==> config.mk <==
export PLATFORM = sky130hd
export DESIGN_NAME = rbsi_merge
export DESIGN_NICKNAME = d
export VERILOG_FILES = /design/src/rtl/rbsi_pkg.sv /design/src/rtl/rbsi_merge.sv
export SDC_FILE = /design/constraint.sdc
export NUM_CORES = 1
export LEC_CHECK = 0
export BUFFER_PORTS_ARGS = -buffer_cell sky130_fd_sc_hd__buf_4
export CAP_MARGIN = 15
export CORE_MARGIN = 2
export CORE_UTILIZATION = 50
export DETAILED_ROUTE_END_ITERATION = 7
export PLACE_DENSITY = 0.76
export SYNTH_ARGS = -nofsm -noshare
export SYNTH_HDL_FRONTEND = slang
export SYNTH_SLANG_ARGS = --single-unit
==> constraint.sdc <==
create_clock -name vclk -period 16.34
set_input_delay 1.634 -clock vclk [all_inputs]
set_output_delay 1.634 -clock vclk [all_outputs]
set_load 0.01 [all_outputs]
==> src/rtl/rbsi_pkg.sv <==
`timescale 1ns / 1ps
package rbsi_pkg;

    localparam int COORD_W = 32;
    localparam int FRAC_W  = 16;
    localparam int EPS_W   = 16;
    localparam int DIST_W  = 31;
    localparam int NUM_AXES = 3;

    // lane stages: operand capture, overflow check, one per quotient bit, sort
    localparam int LANE_DEPTH = COORD_W + 2;

    localparam logic [63:0] DIST_MAX = 64'h0000_0000_7FFF_FFFF;

    typedef logic signed [COORD_W-1:0] coord_t;
    typedef logic [EPS_W-1:0]          eps_t;
    typedef logic [DIST_W-1:0]         dist_t;

    typedef struct packed {
        logic   par;
        logic   par_miss;
        coord_t t_near;
        coord_t t_far;
    } lane_res_t;

endpackage

==> src/rtl/rbsi_merge.sv <==
`timescale 1ns / 1ps
module rbsi_merge (
    input  rbsi_pkg::lane_res_t lane_x,
    input  rbsi_pkg::lane_res_t lane_y,
    input  rbsi_pkg::lane_res_t lane_z,
    output logic                hit,
    output rbsi_pkg::dist_t     distance
);
    import rbsi_pkg::*;

    lane_res_t   lanes [NUM_AXES];
    logic        have, miss;
    coord_t      tmin, tmax;
    logic [63:0] tmin_w;

    always_comb
    begin
        lanes[0] = lane_x;
        lanes[1] = lane_y;
        lanes[2] = lane_z;
        have = 1'b0;
        miss = 1'b0;
        tmin = '0;
        tmax = '0;
        for (int i = 0; i < NUM_AXES; i++)
        begin
            if (!miss)
            begin
                if (lanes[i].par)
                begin
                    if (lanes[i].par_miss)
                        miss = 1'b1;
                end
                else if (have && (tmin > lanes[i].t_far || lanes[i].t_near > tmax))
                begin
                    miss = 1'b1;
                end
                else
                begin
                    if (!have || lanes[i].t_near > tmin)
                        tmin = lanes[i].t_near;
                    if (!have || lanes[i].t_far < tmax)
                        tmax = lanes[i].t_far;
                    have = 1'b1;
                end
            end
        end

        tmin_w   = 64'(unsigned'(tmin));
        hit      = 1'b0;
        distance = '0;
        if (!miss && have)
        begin
            if (tmin < 0)
            begin
                hit = tmax > 0;
            end
            else
            begin
                hit      = 1'b1;
                distance = (tmin_w > DIST_MAX) ? DIST_W'(DIST_MAX) : tmin_w[DIST_W-1:0];
            end
        end
    end

endmodule

==> results_dict.tcl, run 1 <==
set metrics [dict create \
    status "finished clean" \
    grt_pass1_vias 9522 \
    p_int_uw 143 \
    critPathRequiredTime_ns 14.71 \
    synth.avg_cell_area_um2 6.98 \
    ff_latch_area_um2 0 \
    critical-path-top-delay-family "compound AO/OA/AOI/OAI gates" \
    placed_area_um2 10500 \
    overflow 0 \
    synth_area_leaders "ha_1 (36%), nand2_1 (7.3%), inv_1 (5.9%)" \
    syn_to_final_growth_pct 21.8 \
    start_util_pct 50.6 \
    drtIter0Drc 970 \
    peakVddDrop_uv 20.0 \
    die_h_um 136 \
    path_buf_inv 6 \
    layout-drive-gt1-share_pct 19.3 \
    power_frac_seq_pct 0 \
    total_power_uw 340 \
    crit_path_end_kind "output port" \
    n_antenna_cell 0 \
    slew_violations 0 \
    yosys.area.top_type_share_pct 35.7 \
    design_area_um2 10500 \
    via_per_inst 6.21 \
    wl_per_cell_um 20.1 \
    finalCritPeriodShare_pct 72.4 \
    hold_buffers 0 \
    syn-instance-count 1240 \
    antenna_found_initial 0 \
    grt_max_degree 73 \
    post_cts_buffers 0 \
    synth_area_um2 8660 \
    wirelength_um 33300 \
    crit_arrival_ns 10.19 \
    max_stage_delay_ns 0.71 \
    critPathMaxFanout 72 \
    power.net_switching_uw 197 \
    cp_slowest_cell "a21oi_4" \
    gp_congestion 1.05 \
    combPwrFrac_pct 100.0 \
    die_width_um 136 \
    syn-num-nets 1685 \
    antenna_left 0 \
    relSlewSlack_pct 28.4 \
    port_buffers 230 \
    yosys.area.top_type "ha_1" \
    gr-usage-all-layers_pct 34.9 \
    num-clock-buffers 0 \
    final.setup.tns_ns 0 \
    num_vias 10300 \
    io_pins 230 \
    yosysSeqAreaShare_pct 0 \
    period_minus_slack_ns 11.82 \
    setup_viol 0 \
    hold_violations 0 \
    sw_frac_of_total_pct 57.8 \
    drv_cap 0 \
    synth_most_common_cell "ha_1" \
    num-nets-final 1885 \
    critPathKind "primary input to output port" \
    start_kind "primary input" \
    cts_resized 0 \
    route.detailed.drc 0 \
    tightest_slew_ns 1.07 \
    max_clock_freq_mhz 84.6 \
    ys.warnings.count 0 \
    ys_types 73 \
    dp_hpwl_um 28900 \
    seq_cells 0 \
    n_fill_cell 1594 \
    synth_common_cells "ha_1 (247), nand2_1 (168), inv_1 (136)" \
    grt_first_pass_wirelength_um 50600 \
    path_common_cell "buf_4" \
    dr.pass1.iters 6 \
    hold_class "primary input to output port" \
    core_area_um2 17100 \
    power.density_nw_per_um2 32.2 \
    leakage_nw 5.37 \
    p_clk_share_pct 0 \
    rsz0062_at_grt "no" \
    design.die.area_um2 18400 \
    fp-row-count 48 \
]
[power by group through the flow]
stage / combinational, mW / sequential [mW] / clock, mW
3_3_place_gp: 0.324 / 0 / 0
3_5_place_dp: 0.330 / 0 / 0
5_1_grt: 0.375 / 0 / 0
2_1_floorplan: 0.203 / 0 / 0
4_1_cts: 0.332 / 0 / 0
6_report: 0.340 / 0 / 0
[final timing paths]
check       start           end  slack, ns  depth (start not counted)
min    lane_z[32]   distance[0]       3.66                          4
max    lane_x[65]  distance[21]       4.52                         27
[layer usage]
| layer | global-route usage, % | vias to the layer above | share of wire (%) |
|---|---|---|---|
| li1 | - | 4972 | - |
| met1 | 49.2 | 4682 | 42 |
| met2 | 54.5 | 583 | 43 |
| met3 | 3.74 | 83 | 11 |
| met4 | 13.1 | 0 | 4.2 |
| met5 | 0 | - | 0 |
[through the flow]
stage	utilization (%)	cells	setup WS (ns)	hold WS, ns
3_5_place_dp	61.6	1663	4.82	3.66
4_1_cts	61.6	1663	4.79	3.66
2_1_floorplan	-	1240	6.23	3.42
5_1_grt	61.6	1663	4.15	3.69
6_report	61.6	1663	4.52	3.66
3_3_place_gp	61.6	1663	4.87	3.67
[cell type report]
cell class / count / area (um^2) / share of cell area [%]
Timing Repair Buffer: 237 / 1780 / 16.9
Tap cell: 225 / 282 / 2.67
Multi-Input combinational cell: 1064 / 7970 / 75.6
Inverter: 137 / 514 / 4.88
[cells in the final DEF (no fill, tap or decap), drive strengths merged, types with 8 or more instances in the layout]
master  Yosys  final
nor2b      15     15
ha        247    247
nor3       12     12
buf        17    237
a21oi      74     74
nand3      31     31
a31oi      11     11
a211oi     45     45
mux2i      36     36
o21ai     108    108
inv       136    136
nor4       14     14
nand2b     12     12
nand2     168    168
nand4      46     46
nor2       78     78
a21o       45     45
and3        8      8
[cells by family after synthesis]
family	count (synthesis)	synth area share (%)
compound gates	354	28.1
xor+xnor	4	0.405
fa+ha+maj	247	35.7
buf+inv	176	8.21
mux	37	4.29
simple gates	422	23.3
Note: power is estimated with default switching activity, not from simulation.
==> run 2, diff against run 1 <==
- PLACE_DENSITY: 0.76 -> 0.79
- clock period: 16.34 -> 10.25 ns (I/O delays scaled with it)
==> results_dict.tcl, run 2 (same netlist as run 1, synthesis figures left out) <==
set metrics [dict create \
    max_clock_freq_mhz 103 \
    final_cells 1680 \
    num-clock-buffers 0 \
    critPathKind "primary input to output port" \
    design.die.area_um2 18400 \
    cp_slowest_cell "nor4_1" \
    grt_max_degree 49 \
    gp_congestion 0.989 \
    core_area_um2 17100 \
    drv_cap 0 \
    placed_cells 1680 \
    max_stage_delay_ns 0.59 \
    relSlewSlack_pct 51.1 \
    layout-drive-gt1-share_pct 20.3 \
    seq_cells 0 \
    overflow 0 \
    p_int_uw 238 \
    final_cell_mix "buf_4 (250), ha_1 (247), nand2_1 (168)" \
    wirelength_um 33500 \
    tightest_slew_ns 0.726 \
    power.net_switching_uw 314 \
    port_buffers 230 \
    wl_met2_um 14500 \
    antenna_left 0 \
    critPathRequiredTime_ns 9.23 \
    start_kind "primary input" \
    hold_buffers 0 \
    dp_hpwl_um 29500 \
    power_frac_seq_pct 0 \
    final.setup.tns_ns 0 \
    combPwrFrac_pct 100.0 \
    drtIter0Drc 809 \
    syn_to_final_growth_pct 23.8 \
    sw_frac_of_total_pct 56.9 \
    cts_resized 0 \
    n_antenna_cell 0 \
    dr.pass1.iters 6 \
    wl_met3_um 2840 \
    top_layer_used "met4" \
    hold_class "primary input to output port" \
    post_cts_buffers 0 \
    wl_per_cell_um 19.9 \
    mostFrequentLayoutCell "buf_4" \
    route.detailed.drc 0 \
    grt_first_pass_wirelength_um 50800 \
    critical-path-top-delay-family "compound AO/OA/AOI/OAI gates" \
    rsz0062_at_grt "no" \
    holdWs_ns 2.44 \
    setup_viol 0 \
    num-nets-final 1902 \
    gr-usage-all-layers_pct 35.2 \
    path_buf_inv 8 \
    antenna_found_initial 0 \
    hold_violations 0 \
    crit_arrival_ns 8.65 \
    period_minus_slack_ns 9.67 \
    peakVddDrop_uv 29.0 \
    power.density_nw_per_um2 51.4 \
    die_width_um 136 \
    ff_latch_area_um2 0 \
    die_h_um 136 \
    io_pins 230 \
    leakage_nw 5.47 \
    via_per_inst 6.11 \
    num_vias 10300 \
    slew_violations 0 \
    start_util_pct 50.6 \
    finalCritPeriodShare_pct 94.4 \
    grt_pass1_vias 9531 \
    fp-row-count 48 \
    status "finished clean" \
    crit_path_end_kind "output port" \
    route.layer.met1.wl_um 14900 \
    p_clk_share_pct 0 \
    critPathMaxFanout 44 \
]
## run 2: power groups by stage
| stage | combinational (mW) | clock (mW) | sequential (mW) |
|---|---|---|---|
| 6_report | 0.551 | 0 | 0 |
| 5_1_grt | 0.610 | 0 | 0 |
| 4_1_cts | 0.540 | 0 | 0 |
| 3_5_place_dp | 0.538 | 0 | 0 |
| 3_3_place_gp | 0.529 | 0 | 0 |
| 2_1_floorplan | 0.324 | 0 | 0 |
## run 2: stage by stage
step | power, mW | cell area (um^2) | worst slack, ns | util (%)
3_5_place_dp | 0.538 | 10700 | 0.768 | 62.6
4_1_cts | 0.540 | 10700 | 0.750 | 62.6
2_1_floorplan | 0.324 | 8660 | 1.35 | -
6_report | 0.551 | 10700 | 0.578 | 62.6
5_1_grt | 0.610 | 10700 | 0.128 | 62.6
3_3_place_gp | 0.529 | 10700 | 1.05 | 62.6
## run 2: path summary, 6_finish.rpt
kind / end / cells past startpoint / start / slack, ns
worst min-delay path: distance[0] / 4 / lane_z[32] / 2.44
worst max-delay path: distance[9] / 31 / lane_x[65] / 0.58
## run 2: routing by layer
| metal | global-route usage [%] | vias to the layer above |
|---|---|---|
| li1 | - | 5009 |
| met1 | 50.5 | 4685 |
| met2 | 56.6 | 511 |
| met3 | 1.95 | 62 |
| met4 | 10.6 | 0 |
| met5 | 0 | - |
## run 2: cell type report
cell class                 count  area (um^2)
multi-input combinational   1064         7970
timing repair buffer         254         1960
tap                          225          282
fill                        1619         6400
inverter                     137          514
## run 2: tightest hold or removal path, delay by kind of cell
kind	cells	cell delay, ns
and+or+nand+nor	1	0.09
AOI/OAI and AO/OA	1	0.05
buffers and inverters	2	0.25
==> run 3, diff against run 2 <==
--- a/config.mk
+++ b/config.mk
@@ -12,3 +12,3 @@
 export DETAILED_ROUTE_END_ITERATION = 7
-export PLACE_DENSITY = 0.79
+export PLACE_DENSITY = 0.76
 export SYNTH_ARGS = -nofsm -noshare
==> constraint.sdc (replaced) <==
create_clock -name vclk -period 10.4
set_input_delay 0.52 -clock vclk [all_inputs]
set_output_delay 0.52 -clock vclk [all_outputs]
set_load 0.01 [all_outputs]
==> results_dict.tcl, run 3 (same netlist as run 1, synthesis figures left out) <==
set metrics [dict create \
    status "finished clean" \
    max_stage_delay_ns 0.75 \
    seq_cells 0 \
    cp_slowest_cell "inv_2" \
    grt_pass1_vias 9909 \
    critPathMaxFanout 49 \
    start_util_pct 50.6 \
    num-clock-buffers 0 \
    relSlewSlack_pct 36.8 \
    n_antenna_cell 0 \
    num_vias 10400 \
    post-route-util_pct 61.8 \
    hp-start "lane_z[32]" \
    design.die.area_um2 18400 \
    gp_congestion 1.03 \
    tightest_slew_ns 0.945 \
    n_fill_cell 1677 \
    start_kind "primary input" \
    setup_viol 0 \
    drv_cap 0 \
    post_cts_buffers 0 \
    final_cell_mix "ha_1 (247), buf_4 (241), nand2_1 (168)" \
    hold_class "primary input to output port" \
    dp_hpwl_um 30100 \
    port_buffers 230 \
    leakage_nw 5.39 \
    antenna_left 0 \
    total_power_uw 542 \
    crit_arrival_ns 9.35 \
    placed_area_um2 10600 \
    via_per_inst 6.22 \
    antenna_found_initial 0 \
    die_h_um 136 \
    period_minus_slack_ns 9.87 \
    dr.pass1.iters 5 \
    grt_first_pass_wirelength_um 52900 \
    drtIter0Drc 982 \
    hold_violations 0 \
    pre_cts_ws_ns 0.839 \
    mostFrequentLayoutCell "ha_1" \
    io_pins 230 \
    grt_max_degree 50 \
    critPathRequiredTime_ns 9.88 \
    rsz0062_at_grt "no" \
    crit_path_end_kind "output port" \
    num-nets-final 1889 \
    hold_buffers 0 \
    gr-usage-all-layers_pct 36.7 \
    slew_violations 0 \
    syn_to_final_growth_pct 22.1 \
    core_area_um2 17100 \
    wirelength_um 34500 \
    startpoint "lane_x[65]" \
    route.detailed.drc 0 \
    fp-row-count 48 \
    final.setup.tns_ns 0 \
    finalCritPeriodShare_pct 94.9 \
    overflow 0 \
    ff_latch_area_um2 0 \
    max_clock_freq_mhz 101 \
    peakVddDrop_uv 40.7 \
    wl_per_cell_um 20.7 \
    layout-drive-gt1-share_pct 19.6 \
    design_area_um2 10600 \
    setup_ws_ns 0.527 \
    power.density_nw_per_um2 51.3 \
    critPathKind "primary input to output port" \
    min_path_cells 4 \
    die_width_um 136 \
    cts_resized 0 \
]
==> run 3: cell count changes in the layout (fill, tap and decap cells not counted) <==
cell,previous run,this run
buf_4,250,241
buf_12,4,0
==> run 3: final timing paths <==
| path | to | slack, ns |
|---|---|---|
| min | distance[0] | 1.44 |
| max | distance[9] | 0.53 |
==> run 3: worst max-delay path: cells and delay by family <==
kind,cells,cell delay [ns]
compound gates,16,4.28
fa+ha+maj,2,0.80
buf+inv,6,2.24
mux,1,0.14
simple gates,6,1.31
==> run 3: cell type report <==
type                       count  area [um^2]  share of cell area, %
multi-input combinational   1064         7970                   75.4
timing repair buffer         241         1810                   17.1
inverter                     137          514                   4.87
tap                          225          282                   2.66
==> run 3: layer usage <==
| layer | share of wire (%) | global-route usage [%] | vias up |
|---|---|---|---|
| met5 | 0 | 0 | - |
| met4 | 4.1 | 12.6 | 0 |
| met3 | 9.2 | 5.09 | 91 |
| met2 | 44 | 59.3 | 554 |
| met1 | 43 | 50.0 | 4746 |
| li1 | - | - | 4982 |
==> run 3: report_power, final <==
part | switching, mW | internal (mW)
registers | 0 | 0
logic | 0.314 | 0.228
clock network | 0 | 0
==> run 3: metrics by stage <==
| stage | hold WS (ns) | instances |
|---|---|---|
| after floorplan | 1.19 | 1240 |
| after global placement | 1.45 | 1667 |
| after detailed placement | 1.45 | 1667 |
| after CTS | 1.45 | 1667 |
| after global routing | 1.47 | 1667 |
| final | 1.44 | 1667 |
